<file path="src/design/mftt_pkg.sv">
package mftt_pkg;

   // bank and encoder geometry
   localparam int MOTORS          = 4;
   localparam int IDX_W           = 2;
   localparam int ID_W            = 11;
   localparam int ANGLE_W         = 13;
   localparam int TURN_W          = 16;
   localparam int POS_W           = TURN_W + ANGLE_W;
   localparam int DEG_W           = 9;
   localparam int WORD_W          = 16;
   localparam int TEMP_W          = 8;
   localparam int COUNTS_PER_TURN = 1 << ANGLE_W;
   localparam int ANGLE_MAX       = COUNTS_PER_TURN - 1;
   localparam int DEGREES_PER_TURN = 360;

   // warm-up frame counter
   localparam int WARMUP_FRAMES = 5;
   localparam int FRAMES_W      = 3;

   // control registers
   localparam int CSR_DATA_W = 13;
   localparam int CSR_IDX_W  = 1;
   localparam logic [ID_W-1:0]    BASE_ID_RESET   = ID_W'(512);
   localparam logic [ANGLE_W-1:0] THRESHOLD_RESET = ANGLE_W'(4000);

   typedef enum logic [CSR_IDX_W-1:0] {
      CSR_BASE_ID        = 1'b0,
      CSR_WRAP_THRESHOLD = 1'b1
   } csr_index_type;

   // lookup result for the frame in the compute stage
   typedef struct packed {
      logic              hit;
      logic [IDX_W-1:0]  motor;
      logic [TURN_W-1:0] turns;
   } track_type;

endpackage

</file>
<file path="src/design/mftt_degrees.sv">
module mftt_degrees (
   input  logic [mftt_pkg::ANGLE_W-1:0] angle,
   output logic [mftt_pkg::DEG_W-1:0]   degrees
);

   localparam int PROD_W = mftt_pkg::ANGLE_W + mftt_pkg::DEG_W;

   logic [PROD_W-1:0]                product;
   logic [mftt_pkg::DEG_W-1:0]       quot_est;
   logic [mftt_pkg::ANGLE_W:0]       remainder;

   // scale to degrees, then divide by 2^n - 1: x = q*2^n + lo = q*(2^n-1) + (lo+q)
   always_comb begin
      product   = PROD_W'(angle) * PROD_W'(mftt_pkg::DEGREES_PER_TURN);
      quot_est  = product[PROD_W-1:mftt_pkg::ANGLE_W];
      remainder = (mftt_pkg::ANGLE_W+1)'(product[mftt_pkg::ANGLE_W-1:0])
                + (mftt_pkg::ANGLE_W+1)'(quot_est);
      // remainder stays below twice the divisor, so one correction suffices
      if (remainder >= (mftt_pkg::ANGLE_W+1)'(mftt_pkg::ANGLE_MAX)) begin
         degrees = quot_est + mftt_pkg::DEG_W'(1);
      end else begin
         degrees = quot_est;
      end
   end

endmodule

</file>
<file path="src/design/mftt_tracker.sv">
module mftt_tracker (
   input  logic                          clock,
   input  logic                          reset,
   input  logic                          commit,
   input  logic [mftt_pkg::ID_W-1:0]     frame_id,
   input  logic [mftt_pkg::ANGLE_W-1:0]  angle,
   input  logic [mftt_pkg::ID_W-1:0]     base_id,
   input  logic [mftt_pkg::ANGLE_W-1:0]  threshold,
   output mftt_pkg::track_type           track
);

   logic [mftt_pkg::TURN_W-1:0]   turn_ff      [mftt_pkg::MOTORS];
   logic [mftt_pkg::TURN_W-1:0]   turn_in      [mftt_pkg::MOTORS];
   logic [mftt_pkg::ANGLE_W-1:0]  prev_ff      [mftt_pkg::MOTORS];
   logic [mftt_pkg::ANGLE_W-1:0]  prev_in      [mftt_pkg::MOTORS];
   logic [mftt_pkg::FRAMES_W-1:0] frames_ff;
   logic [mftt_pkg::FRAMES_W-1:0] frames_in;

   logic [mftt_pkg::ID_W:0]       offset;
   logic                          hit;
   logic [mftt_pkg::IDX_W-1:0]    motor;
   logic                          warm;
   logic [mftt_pkg::ANGLE_W-1:0]  prev_sel;
   logic [mftt_pkg::TURN_W-1:0]   turn_sel;
   logic [mftt_pkg::ANGLE_W:0]    angle_plus_th;
   logic [mftt_pkg::ANGLE_W:0]    prev_plus_th;
   logic [mftt_pkg::TURN_W-1:0]   turn_next;

   // motor lookup: identifier minus base minus one, signed
   always_comb begin
      offset = {1'b0, frame_id} - {1'b0, base_id} - (mftt_pkg::ID_W+1)'(1);
      hit    = !offset[mftt_pkg::ID_W] &&
               (offset[mftt_pkg::ID_W-1:0] < mftt_pkg::ID_W'(mftt_pkg::MOTORS));
      motor  = offset[mftt_pkg::IDX_W-1:0];
   end

   // unwrap: a backward jump past the threshold is a turn up, forward is a turn down
   always_comb begin
      warm          = frames_ff >= mftt_pkg::FRAMES_W'(mftt_pkg::WARMUP_FRAMES);
      prev_sel      = prev_ff[motor];
      turn_sel      = turn_ff[motor];
      angle_plus_th = {1'b0, angle} + {1'b0, threshold};
      prev_plus_th  = {1'b0, prev_sel} + {1'b0, threshold};
      turn_next     = turn_sel;
      if (warm) begin
         if (angle_plus_th < {1'b0, prev_sel}) begin
            turn_next = turn_sel + mftt_pkg::TURN_W'(1);
         end else if ({1'b0, angle} > prev_plus_th) begin
            turn_next = turn_sel - mftt_pkg::TURN_W'(1);
         end
      end
      track.hit   = hit;
      track.motor = motor;
      track.turns = turn_next;
   end

   // next state for the bank and the warm-up counter
   always_comb begin
      for (int k = 0; k < mftt_pkg::MOTORS; k++) begin
         turn_in[k] = turn_ff[k];
         prev_in[k] = prev_ff[k];
      end
      frames_in = frames_ff;
      if (commit) begin
         if (!warm) begin
            frames_in = frames_ff + mftt_pkg::FRAMES_W'(1);
         end
         if (hit) begin
            turn_in[motor] = turn_next;
            prev_in[motor] = angle;
         end
      end
   end

   always_ff @(posedge clock) begin
      if (reset) begin
         frames_ff <= '0;
         for (int k = 0; k < mftt_pkg::MOTORS; k++) begin
            turn_ff[k] <= '0;
            prev_ff[k] <= '0;
         end
      end else begin
         frames_ff <= frames_in;
         for (int k = 0; k < mftt_pkg::MOTORS; k++) begin
            turn_ff[k] <= turn_in[k];
            prev_ff[k] <= prev_in[k];
         end
      end
   end

endmodule

</file>
<file path="src/design/motor_feedback_turn_tracker.sv">
// Multi-turn angle tracker for a bank of motors fed by feedback frames.
// Input channel req_*: one feedback frame per transfer (identifier, 13-bit
// encoder angle, speed, current, temperature). Output channel rsp_*: exactly
// one result per frame, in order: valid flag, motor index, multi-turn
// position, angle in degrees, and the pass-through words. Frames whose
// identifier does not map to a motor give an all-zero result with the valid
// flag low and leave the per-motor state alone.
// The result passes through the input register, then the turn update and
// degree scaling land in the output register. Throughput is one frame per
// cycle while rsp_ready stays high, set by the single compute stage, which
// updates the per-motor turn state in the same cycle that the next frame
// moves into the input register.
// When rsp_ready is low the result holds, the input register still takes one
// more frame, and req_ready then drops until the result moves on.
// Reset (synchronous) empties both stages, clears all turn counts, previous
// angles and the warm-up counter, and loads base_id 512 and threshold 4000.
// csr_we writes base_id (index 0) or wrap_threshold (index 1) at once;
// write only while no frame is in flight.
module motor_feedback_turn_tracker (
   input  logic                              clock,
   input  logic                              reset,
   input  logic                              req_valid,
   output logic                              req_ready,
   input  logic [mftt_pkg::ID_W-1:0]         req_frame_id,
   input  logic [mftt_pkg::ANGLE_W-1:0]      req_encoder_angle,
   input  logic signed [mftt_pkg::WORD_W-1:0] req_speed_word,
   input  logic signed [mftt_pkg::WORD_W-1:0] req_current_word,
   input  logic [mftt_pkg::TEMP_W-1:0]       req_temperature,
   output logic                              rsp_valid,
   input  logic                              rsp_ready,
   output logic                              rsp_valid_res,
   output logic [mftt_pkg::IDX_W-1:0]        rsp_motor_index,
   output logic signed [mftt_pkg::POS_W-1:0] rsp_position,
   output logic [mftt_pkg::DEG_W-1:0]        rsp_angle_degrees,
   output logic signed [mftt_pkg::WORD_W-1:0] rsp_velocity,
   output logic signed [mftt_pkg::WORD_W-1:0] rsp_current,
   output logic [mftt_pkg::TEMP_W-1:0]       rsp_temperature_out,
   input  logic                              csr_we,
   input  logic [mftt_pkg::CSR_IDX_W-1:0]    csr_index,
   input  logic [mftt_pkg::CSR_DATA_W-1:0]   csr_wdata
);

   logic [mftt_pkg::ID_W-1:0]    base_id_ff;
   logic [mftt_pkg::ANGLE_W-1:0] threshold_ff;

   logic                                in_valid_ff;
   logic [mftt_pkg::ID_W-1:0]           in_id_ff;
   logic [mftt_pkg::ANGLE_W-1:0]        in_angle_ff;
   logic [mftt_pkg::WORD_W-1:0]         in_speed_ff;
   logic [mftt_pkg::WORD_W-1:0]         in_current_ff;
   logic [mftt_pkg::TEMP_W-1:0]         in_temp_ff;

   logic                                out_valid_ff;
   logic                                out_valid_in;
   logic                                out_hit_ff;
   logic [mftt_pkg::IDX_W-1:0]          out_motor_ff;
   logic [mftt_pkg::POS_W-1:0]          out_pos_ff;
   logic [mftt_pkg::DEG_W-1:0]          out_deg_ff;
   logic [mftt_pkg::WORD_W-1:0]         out_speed_ff;
   logic [mftt_pkg::WORD_W-1:0]         out_current_ff;
   logic [mftt_pkg::TEMP_W-1:0]         out_temp_ff;

   logic                                advance;
   logic                                commit;
   logic                                in_valid_in;
   mftt_pkg::track_type                 track;
   logic [mftt_pkg::DEG_W-1:0]          degrees;

   // control registers
   always_ff @(posedge clock) begin
      if (reset) begin
         base_id_ff   <= mftt_pkg::BASE_ID_RESET;
         threshold_ff <= mftt_pkg::THRESHOLD_RESET;
      end else if (csr_we) begin
         case (mftt_pkg::csr_index_type'(csr_index))
            mftt_pkg::CSR_BASE_ID:        base_id_ff   <= csr_wdata[mftt_pkg::ID_W-1:0];
            mftt_pkg::CSR_WRAP_THRESHOLD: threshold_ff <= csr_wdata;
            default: ;
         endcase
      end
   end

   // stage handshake: compute stage moves when the output register frees up
   always_comb begin
      advance      = !out_valid_ff || rsp_ready;
      commit       = in_valid_ff && advance;
      req_ready    = !in_valid_ff || advance;
      in_valid_in  = (req_valid && req_ready) || (in_valid_ff && !advance);
      out_valid_in = advance ? in_valid_ff : out_valid_ff;
   end

   // input register
   always_ff @(posedge clock) begin
      if (reset) begin
         in_valid_ff <= 1'b0;
      end else begin
         in_valid_ff <= in_valid_in;
      end
   end

   always_ff @(posedge clock) begin
      if (req_valid && req_ready) begin
         in_id_ff      <= req_frame_id;
         in_angle_ff   <= req_encoder_angle;
         in_speed_ff   <= req_speed_word;
         in_current_ff <= req_current_word;
         in_temp_ff    <= req_temperature;
      end
   end

   mftt_tracker u_tracker (
      .clock     (clock),
      .reset     (reset),
      .commit    (commit),
      .frame_id  (in_id_ff),
      .angle     (in_angle_ff),
      .base_id   (base_id_ff),
      .threshold (threshold_ff),
      .track     (track)
   );

   mftt_degrees u_degrees (
      .angle   (in_angle_ff),
      .degrees (degrees)
   );

   // output register; frames that miss the bank give an all-zero result
   always_ff @(posedge clock) begin
      if (reset) begin
         out_valid_ff <= 1'b0;
      end else begin
         out_valid_ff <= out_valid_in;
      end
   end

   always_ff @(posedge clock) begin
      if (commit) begin
         out_hit_ff <= track.hit;
         if (track.hit) begin
            out_motor_ff   <= track.motor;
            out_pos_ff     <= {track.turns, in_angle_ff};
            out_deg_ff     <= degrees;
            out_speed_ff   <= in_speed_ff;
            out_current_ff <= in_current_ff;
            out_temp_ff    <= in_temp_ff;
         end else begin
            out_motor_ff   <= '0;
            out_pos_ff     <= '0;
            out_deg_ff     <= '0;
            out_speed_ff   <= '0;
            out_current_ff <= '0;
            out_temp_ff    <= '0;
         end
      end
   end

   assign rsp_valid           = out_valid_ff;
   assign rsp_valid_res       = out_hit_ff;
   assign rsp_motor_index     = out_motor_ff;
   assign rsp_position        = out_pos_ff;
   assign rsp_angle_degrees   = out_deg_ff;
   assign rsp_velocity        = out_speed_ff;
   assign rsp_current         = out_current_ff;
   assign rsp_temperature_out = out_temp_ff;

   // a frame in the compute stage reaches the output register once it moves
   a_commit_shows: assert property (@(posedge clock) disable iff (reset)
      commit |=> out_valid_ff)
      else $error("committed frame did not reach the output register");

   // a stalled compute stage keeps its frame
   a_stage_holds: assert property (@(posedge clock) disable iff (reset)
      in_valid_ff && !advance |=> in_valid_ff && $stable(in_id_ff) && $stable(in_angle_ff))
      else $error("compute stage lost its frame while stalled");

   // an empty compute stage always takes a frame
   a_ready_when_empty: assert property (@(posedge clock) disable iff (reset)
      !in_valid_ff |-> req_ready)
      else $error("input not ready with an empty compute stage");

   // a miss gives a zero result
   a_miss_zero: assert property (@(posedge clock) disable iff (reset)
      out_valid_ff && !out_hit_ff |-> out_pos_ff == '0 && out_temp_ff == '0)
      else $error("result of an unmapped frame is not zero");

   // degrees never exceed a full turn
   a_deg_range: assert property (@(posedge clock) disable iff (reset)
      out_valid_ff |-> out_deg_ff <= mftt_pkg::DEG_W'(mftt_pkg::DEGREES_PER_TURN))
      else $error("angle in degrees out of range");

endmodule

</file>
<file path="config.mk">
export PLATFORM = sky130hd
export DESIGN_NAME = motor_feedback_turn_tracker
export DESIGN_NICKNAME = d
export VERILOG_FILES = /design/src/design/mftt_pkg.sv /design/src/design/mftt_degrees.sv /design/src/design/mftt_tracker.sv /design/src/design/motor_feedback_turn_tracker.sv
export SDC_FILE = /design/constraint.sdc
export NUM_CORES = 1
export LEC_CHECK = 0
export BUFFER_PORTS_ARGS = -buffer_cell sky130_fd_sc_hd__clkbuf_2
export CAP_MARGIN = 10
export CORE_MARGIN = 4
export CORE_UTILIZATION = 45
export CTS_CLUSTER_DIAMETER = 40
export DETAILED_ROUTE_END_ITERATION = 7
export GPL_TIMING_DRIVEN = 0
export PLACE_DENSITY = 0.72
export REMOVE_ABC_BUFFERS = 1
export SLEW_MARGIN = 20
export SYNTH_ARGS = -nofsm -noshare
export SYNTH_HDL_FRONTEND = slang
export SYNTH_SLANG_ARGS = --single-unit
</file>
<file path="constraint.sdc">
create_clock -name clock -period 13.4 [get_ports clock]
set_input_delay 1.34 -clock clock [delete_from_list [all_inputs] [get_ports clock]]
set_output_delay 1.34 -clock clock [all_outputs]
set_load 0.02 [all_outputs]
</file>
; ---- Word level (Yosys, flattened, before mapping)
; Memory sizes are Yosys's and may differ from the RTL's.
; Cells that the tools add are included.
[word_totals]
reg_bits = 174
ram_bits = 116
word_cells = 87
memories = 2
[memory_table]
columns = memory, depth, word_bits, read_ports, rd_clocked_by_memory_dff, write_ports, line_no
row1 = u_tracker.turn_ff, 4, 16, 5, 0, 4, mftt_tracker.sv:12  ; logic [mftt_pkg::TURN_W-1:0] turn_ff [mftt_pkg::MOTORS];
row2 = u_tracker.prev_ff, 4, 13, 5, 0, 4, mftt_tracker.sv:14  ; logic [mftt_pkg::ANGLE_W-1:0] prev_ff [mftt_pkg::MOTORS];
[op_classes]
n_mux = 25
reduce_logical = 15
bitwise_logic = 11
multipliers = 1
n_lt_le_gt_ge = 7
addsub = 9
[ops]
columns = operator, n
row1 = two-way mux 16 bit, 8
row2 = two-way mux 64 bit, 2
row3 = two-way mux 52 bit, 2
row4 = two-way mux 13 bit, 5
row5 = bitwise mux 64 bit, 1
row6 = bitwise mux 52 bit, 1
row7 = demux 16 bit (select 2 bit), 1
row8 = adder 13 x 13 -> 14 bit, 2
row9 = demux 13 bit (select 2 bit), 1
row10 = multiplier 13 x 6 -> 19 bit (second input constant), 1
row11 = adder 16 x 1 -> 16 bit (second input constant), 1
row12 = subtractor 16 x 1 -> 16 bit (second input constant), 1
row13 = adder 13 x 9 -> 14 bit, 1
row14 = >= comparator 14 x 13 -> 1 bit (second input constant), 1
row15 = greater-than comparator 13 x 14 -> 1 bit, 1
row16 = less-than comparator 14 x 13 -> 1 bit, 1
row17 = subtractor 11 x 11 -> 12 bit, 1
row18 = subtractor 12 x 1 -> 12 bit (second input constant), 1
row19 = less-than comparator 11 x 3 -> 1 bit (second input constant), 1
row20 = adder 9 x 1 -> 9 bit (second input constant), 1
row21 = two-way mux 9 bit, 1
row22 = OR 1 bit, 8
row23 = >= comparator 3 bit (second input constant), 2
row24 = AND reduction 2 bit, 3
row25 = 8 further kinds, 20

; ---- Depth between registers and ports, before layout
; An unclocked memory read counts as a cell.
[logic_depth]
word_depth = 12
ltp_mapped = 30
mapped_depth_nobuf = 25

; ---- Cells and area by module
; A second synthesis with hierarchy kept.
[unflattened]
hier_cells = 1488
hier_area_um2 = 15748.9
[modules_own_cells]
columns = module, area_each_um2, seq_area_each_um2, instances, cells_each
row1 = mftt_tracker, 7763.7, 2382.3, 1, 910
row2 = motor_feedback_turn_tracker, 5984.5, 4874.7, 1, 339
row3 = mftt_degrees, 2000.7, 0.0, 1, 239

; ---- Worst setup path before layout
; No wires, ideal clock.
[synth_timing]
path_kind = flip-flop to flip-flop
start = reg base_id_ff[0] (netlist bit)
end = reg out_pos_ff, in the netlist rsp_position[24] (data pin)
setup_ns = 0.266
stages_incl_launch_ff = 29
slack_ns = 6.159
required_time_ns = 13.134
t_arrival_ns = 6.975
cell_sequence = dfxtp_1 -> inv_1 -> ha_1 -> inv_1 -> fa_1 -> clkbuf_1 -> buf_1 -> buf_1 -> clkbuf_1 -> mux4_2 -> ha_1 -> a21o_1 -> a21oi_1 -> o21bai_1 -> a21oi_1 -> nor2b_1 -> o21ai_0 -> a211oi_1 -> o41ai_1 -> xor2_1 -> ha_1 -> and4_1 -> a31oi_1 -> o2111ai_1 -> clkbuf_1 -> nor4_1 -> a41oi_1 -> xnor2_1 -> nor2_1
[synth_via]
elab_chain_len = 8
elab_cells_between_ends = 15
[synth_lines]
columns = item, line_no
row1 = from (decl), motor_feedback_turn_tracker.sv:43  ; logic [mftt_pkg::ID_W-1:0] base_id_ff;
row2 = from (signal assigned), motor_feedback_turn_tracker.sv:72  ; base_id_ff <= mftt_pkg::BASE_ID_RESET;
row3 = from (signal assigned), motor_feedback_turn_tracker.sv:76  ; mftt_pkg::CSR_BASE_ID: base_id_ff <= csr_wdata[mftt_pkg::ID_W-1:0];
row4 = subtractor 11 x 11 -> 12 bit *, mftt_tracker.sv:31  ; offset = {1'b0, frame_id} - {1'b0, base_id} - (mftt_pkg::ID_W+1)'(1);
row5 = subtractor 12 x 1 -> 12 bit *, mftt_tracker.sv:31
row6 = memory (4 x 13 bit), --
row7 = adder 13 x 13 -> 14 bit, mftt_tracker.sv:43  ; prev_plus_th = {1'b0, prev_sel} + {1'b0, threshold};
row8 = greater-than comparator 13 x 14 -> 1 bit, mftt_tracker.sv:48  ; end else if ({1'b0, angle} > prev_plus_th) begin
row9 = two-way mux 16 bit, mftt_tracker.sv:48
row10 = two-way mux 16 bit, mftt_tracker.sv:46  ; if (angle_plus_th < {1'b0, prev_sel}) begin
row11 = two-way mux 16 bit, mftt_tracker.sv:45  ; if (warm) begin
row12 = to (signal assigned), motor_feedback_turn_tracker.sv:141  ; out_pos_ff <= {track.turns, in_angle_ff};
row13 = to (decl), motor_feedback_turn_tracker.sv:57  ; logic [mftt_pkg::POS_W-1:0] out_pos_ff;
; Every way passes the cells marked *; elsewhere a longest branch is shown, timed or not.
; A chain may end at the register's enable or synchronous reset.

; ---- Final worst setup path
; Same ends and word-level chain as after synthesis.

==> impl_metrics.yaml <==
worst_hold_path:
  min_path_cells: 2
  hold_class: "reg -> reg"
  worstHoldStart: "u_tracker.prev_ff[3][4]"
  whs_endpoint: "u_tracker.prev_ff[3][4]"
placement:
  detailedPlacementHpwl_um: 26900
  placement.setup.worst_slack_ns: 5.75
  gp_congestion: 0.891
  port-buffer-count: 165
critical_path:
  worst-endpoint-arrival_ns: 7.94
  crit_required_ns: 13.67
  worst_r2r_startpoint: "base_id_ff[0]"
  timing.critical_path.cells: "inv_1, ha_4, inv_1, fa_4, mux4_2, ha_1, fa_1, a21o_1, a21oi_1, o21bai_1, a21oi_1, nor2b_1, o21ai_0, a211oi_1, o41ai_1, xor2_1, ha_1, and4_1, a31oi_1, o2111ai_1, nor4_1, a41oi_1, xnor2_1, nor2_1"
  worstSetupPathType: "reg -> reg"
  worst_path_slowest_cell: "sky130_fd_sc_hd__fa_4"
  timing.critical_path.to_type: "register"
  worst_r2r_endpoint: "rsp_position[24]"
  ff2ff_setup_slack_ns: 5.73
  worst_r2r_path_depth: 24
  cp_peak_stage_delay_ns: 1.25
  critPathMaxFanout: 41
  cp-start-kind: "register"
route:
  drt_first_pass_iters: 5
  route.antenna.remaining_nets: 0
  routed_wire_length_per_instance_um: 17.3
  via_count: 12200
  initialDrtViolationCount: 771
  vias_per_cell: 5.59
  drc: 0
  route.final.wire_length_um: 37800
outcome:
  outcome: "finished, final reports clean"
synth:
  synth_edf_count: 145
  ys_seq_elements: 290
  synth_mux_area_share_pct: 4.59
  netlist_instances: 1543
  synthesized_area_divided_by_synthesized_cell_count_um2: 10.1
  synthAdderAreaFrac_pct: 11.7
  synth-warning-count: 0
  synth_top_cell_by_area: "sky130_fd_sc_hd__edfxtp_1"
  syn_area_um2: 15600
  synth-main-ff-cell: "sky130_fd_sc_hd__edfxtp_1"
  synth_simple_gate_area_share_pct: 16.8
  synth-seq-area-share_pct: 46.6
  netlist-cell-type-count: 76
  synth-async-reset-ratio_pct: 0
  netlist_top_cells_count: "sky130_fd_sc_hd__nand2_1, sky130_fd_sc_hd__dfxtp_1, sky130_fd_sc_hd__edfxtp_1, sky130_fd_sc_hd__a21oi_1, sky130_fd_sc_hd__ha_1"
  synth_compound_gate_area_share_pct: 13.1
  synth_top_family_by_area: "simple AND/OR/NAND/NOR gates"
  synth_top_cell_area_share_pct: 27.9
  synth_most_common_cell: "sky130_fd_sc_hd__nand2_1"
  synth_area_leaders: "sky130_fd_sc_hd__edfxtp_1, sky130_fd_sc_hd__dfxtp_1, sky130_fd_sc_hd__ha_1"
  post_synth_xor_area_fraction_pct: 2.92
sta:
  final.setup.tns_ns: 0
  finalHoldViolCount: 0
  post-route-period-util_pct: 57.3
  grt_setup_unrepaired: "false"
  worst_slew_pin_slew_ns: 1.09
  minimum_period_implied_by_the_final_worst_setup_slack_ns: 7.67
  largest_clock_skew_in_the_final_design_ns: 0.0175
  timing.slew.headroom_pct: 27.6
  total_count_of_max_transition_violations_in_the_final_report: 0
  finalWorstSetupSlack_ns: 5.73
  setup_viol: 0
  max_freq_mhz: 130
die:
  floorplan.initialDensity_pct: 46.0
  coreArea_um2: 33900
  design.die.area_um2: 37700
  floorplan.die.width_um: 194
  chipHeight_um: 194
  top_level_ports: 166
  rows: 67
cts:
  postCtsResizedCells: 0
  number_of_clock_buffers_inserted_by_tritoncts: 41
  hold_buffers: 0
  tritoncts: "done"
  post-cts-setup-buffer-count: 0
  count_of_clock_tree_sinks: 290
  cts-htree-levels: 2
  worst_setup_hold_path_clk_slew_ns: 0.05
  bufs_on_longest_clock_path: 3
  clock_tree.root_cell: "sky130_fd_sc_hd__clkbuf_16"
  worst_skew_pair.late_latency_ns: 0.53
global_route:
  grt_antenna_before_repair: 0
  global_route.overflow_total: 0
  grt_max_degree: 73
  grt_pass1_vias: 11800
  track_usage_pct: 19.2
  grt_pass1_wl_um: 60300
cells_and_area:
  drive_gt1_share_pct: 18.4
  layout.core_utilization_pct: 54.3
  layout-area-overhead-vs-synth_pct: 18.1
  num_antenna_cells: 0
  finalNetCount: 1912
job:
  max_cap_viols: 0
power:
  power_per_cell_area_nw_per_um2: 145
  power_leakage_uw: 0.00717
  ir_worst_vdd_uv: 93.1
## sequential cells by signal, indices dropped and copies added, names as in the netlist
name,cells
rsp_valid_res,1
rsp_angle_degrees,9
in_temp_ff,8
rsp_velocity,16
base_id_ff,11
rsp_position,29
threshold_ff,13
in_current_ff,16
u_tracker.frames_ff,3
rsp_motor_index,2
rsp_current,16
u_tracker.turn_ff,64
in_id_ff,11
rsp_temperature_out,8
u_tracker.prev_ff,52
rsp_valid,1
in_angle_ff,13
in_valid_ff,1
in_speed_ff,16
## critical path, delay by kind of cell (launching register included)
| family | cells | cell delay, ns |
|---|---|---|
| XOR/XNOR | 2 | 0.58 |
| adder cells (fa/ha/maj) | 5 | 2.29 |
| buffers and inverters | 2 | 0.13 |
| multiplexers | 1 | 0.63 |
| flip-flops | 1 | 0.31 |
| AO/OA/AOI/OAI | 10 | 2.26 |
| AND/OR/NAND/NOR | 4 | 1.20 |
## cell type report
cell class | instances | area [um^2]
Multi-Input combinational cell | 1073 | 7690
Clock inverter | 27 | 310
Fill cell | 2952 | 15500
Tap cell | 448 | 561
Inverter | 106 | 403
Sequential cell | 290 | 7260
Clock buffer | 49 | 1110
Timing Repair Buffer | 186 | 1070
## power breakdown
| group | internal, uW | switching [uW] | total [uW] |
|---|---|---|---|
| Combinational | 232 | 363 | 594 |
| Sequential | 960 | 18.6 | 979 |
| Clock | 683 | 416 | 1100 |
## layer usage
layer  global-route usage, %  wire length (um)  vias up
met3                    3.25              2530       60
met1                    26.2             16700     5804
met5                       0                 0        -
met2                    32.0             17800      429
met4                    4.90               752        0
li1                        -                 -     5884
## stage by stage
stage                     cells  cell area, um^2  hold WS, ns  power (uW)
after CTS                  2178            18400        0.449        2690
after detailed placement   2102            17000        0.442        1590
after global placement     2082            16700        0.434        1560
final                      2179            18400        0.447        2670
after floorplan            1469            15300        0.423        1440
after global routing       2179            18400        0.467        2800
## layout by cell type (no fill, tap or decap), types with 5 or more instances in the layout
cell type                     n
sky130_fd_sc_hd__clkbuf_16   43
sky130_fd_sc_hd__and3_1       5
sky130_fd_sc_hd__nand2_1    238
sky130_fd_sc_hd__clkbuf_2   165
sky130_fd_sc_hd__o21a_1      10
sky130_fd_sc_hd__nor3_1      25
sky130_fd_sc_hd__nor4_1      12
sky130_fd_sc_hd__o21ai_0     28
sky130_fd_sc_hd__a21oi_1    117
sky130_fd_sc_hd__edfxtp_1   145
sky130_fd_sc_hd__nor2b_1     11
sky130_fd_sc_hd__buf_2        9
sky130_fd_sc_hd__or2_2        5
sky130_fd_sc_hd__nor2_1      66
sky130_fd_sc_hd__a21o_1      17
sky130_fd_sc_hd__or4_1        6
sky130_fd_sc_hd__and2_1      59
sky130_fd_sc_hd__a2111oi_0    5
sky130_fd_sc_hd__inv_4        6
sky130_fd_sc_hd__dfxtp_1    145
sky130_fd_sc_hd__fa_1        23
sky130_fd_sc_hd__o21bai_1     7
sky130_fd_sc_hd__inv_1      103
sky130_fd_sc_hd__o31a_1       5
sky130_fd_sc_hd__o2111ai_1    5
sky130_fd_sc_hd__a211oi_1     7
sky130_fd_sc_hd__ha_1       106
sky130_fd_sc_hd__nand4_1     13
sky130_fd_sc_hd__or3_1        8
sky130_fd_sc_hd__nand3_1     65
sky130_fd_sc_hd__o311ai_0    18
sky130_fd_sc_hd__nand2b_1     8
sky130_fd_sc_hd__mux4_2      26
sky130_fd_sc_hd__inv_6        8
sky130_fd_sc_hd__a31oi_1      6
sky130_fd_sc_hd__xor2_1      18
sky130_fd_sc_hd__o22ai_1     38
sky130_fd_sc_hd__xnor2_1     34
sky130_fd_sc_hd__o31ai_1      6
## kinds of logic after synthesis
group                      Yosys count
adders and majority gates          131
buffers and inverters              180
and+or+nand+nor                    546
xor gates and xnor gates            52
DFF                                290
muxes                               34
AOI/OAI and AO/OA                  310
## worst max path at each step
stage / from / to / cells after the start
final: base_id_ff[0] / rsp_position[24] / 24
after global placement: base_id_ff[0] / u_tracker.turn_ff[0][4] / 7
after detailed placement: base_id_ff[0] / rsp_position[24] / 24
after CTS: base_id_ff[0] / rsp_position[24] / 24
after floorplan: base_id_ff[0] / rsp_position[25] / 24
after global routing: base_id_ff[0] / rsp_position[24] / 24
No activity file was read; power rests on OpenSTA's default activity.
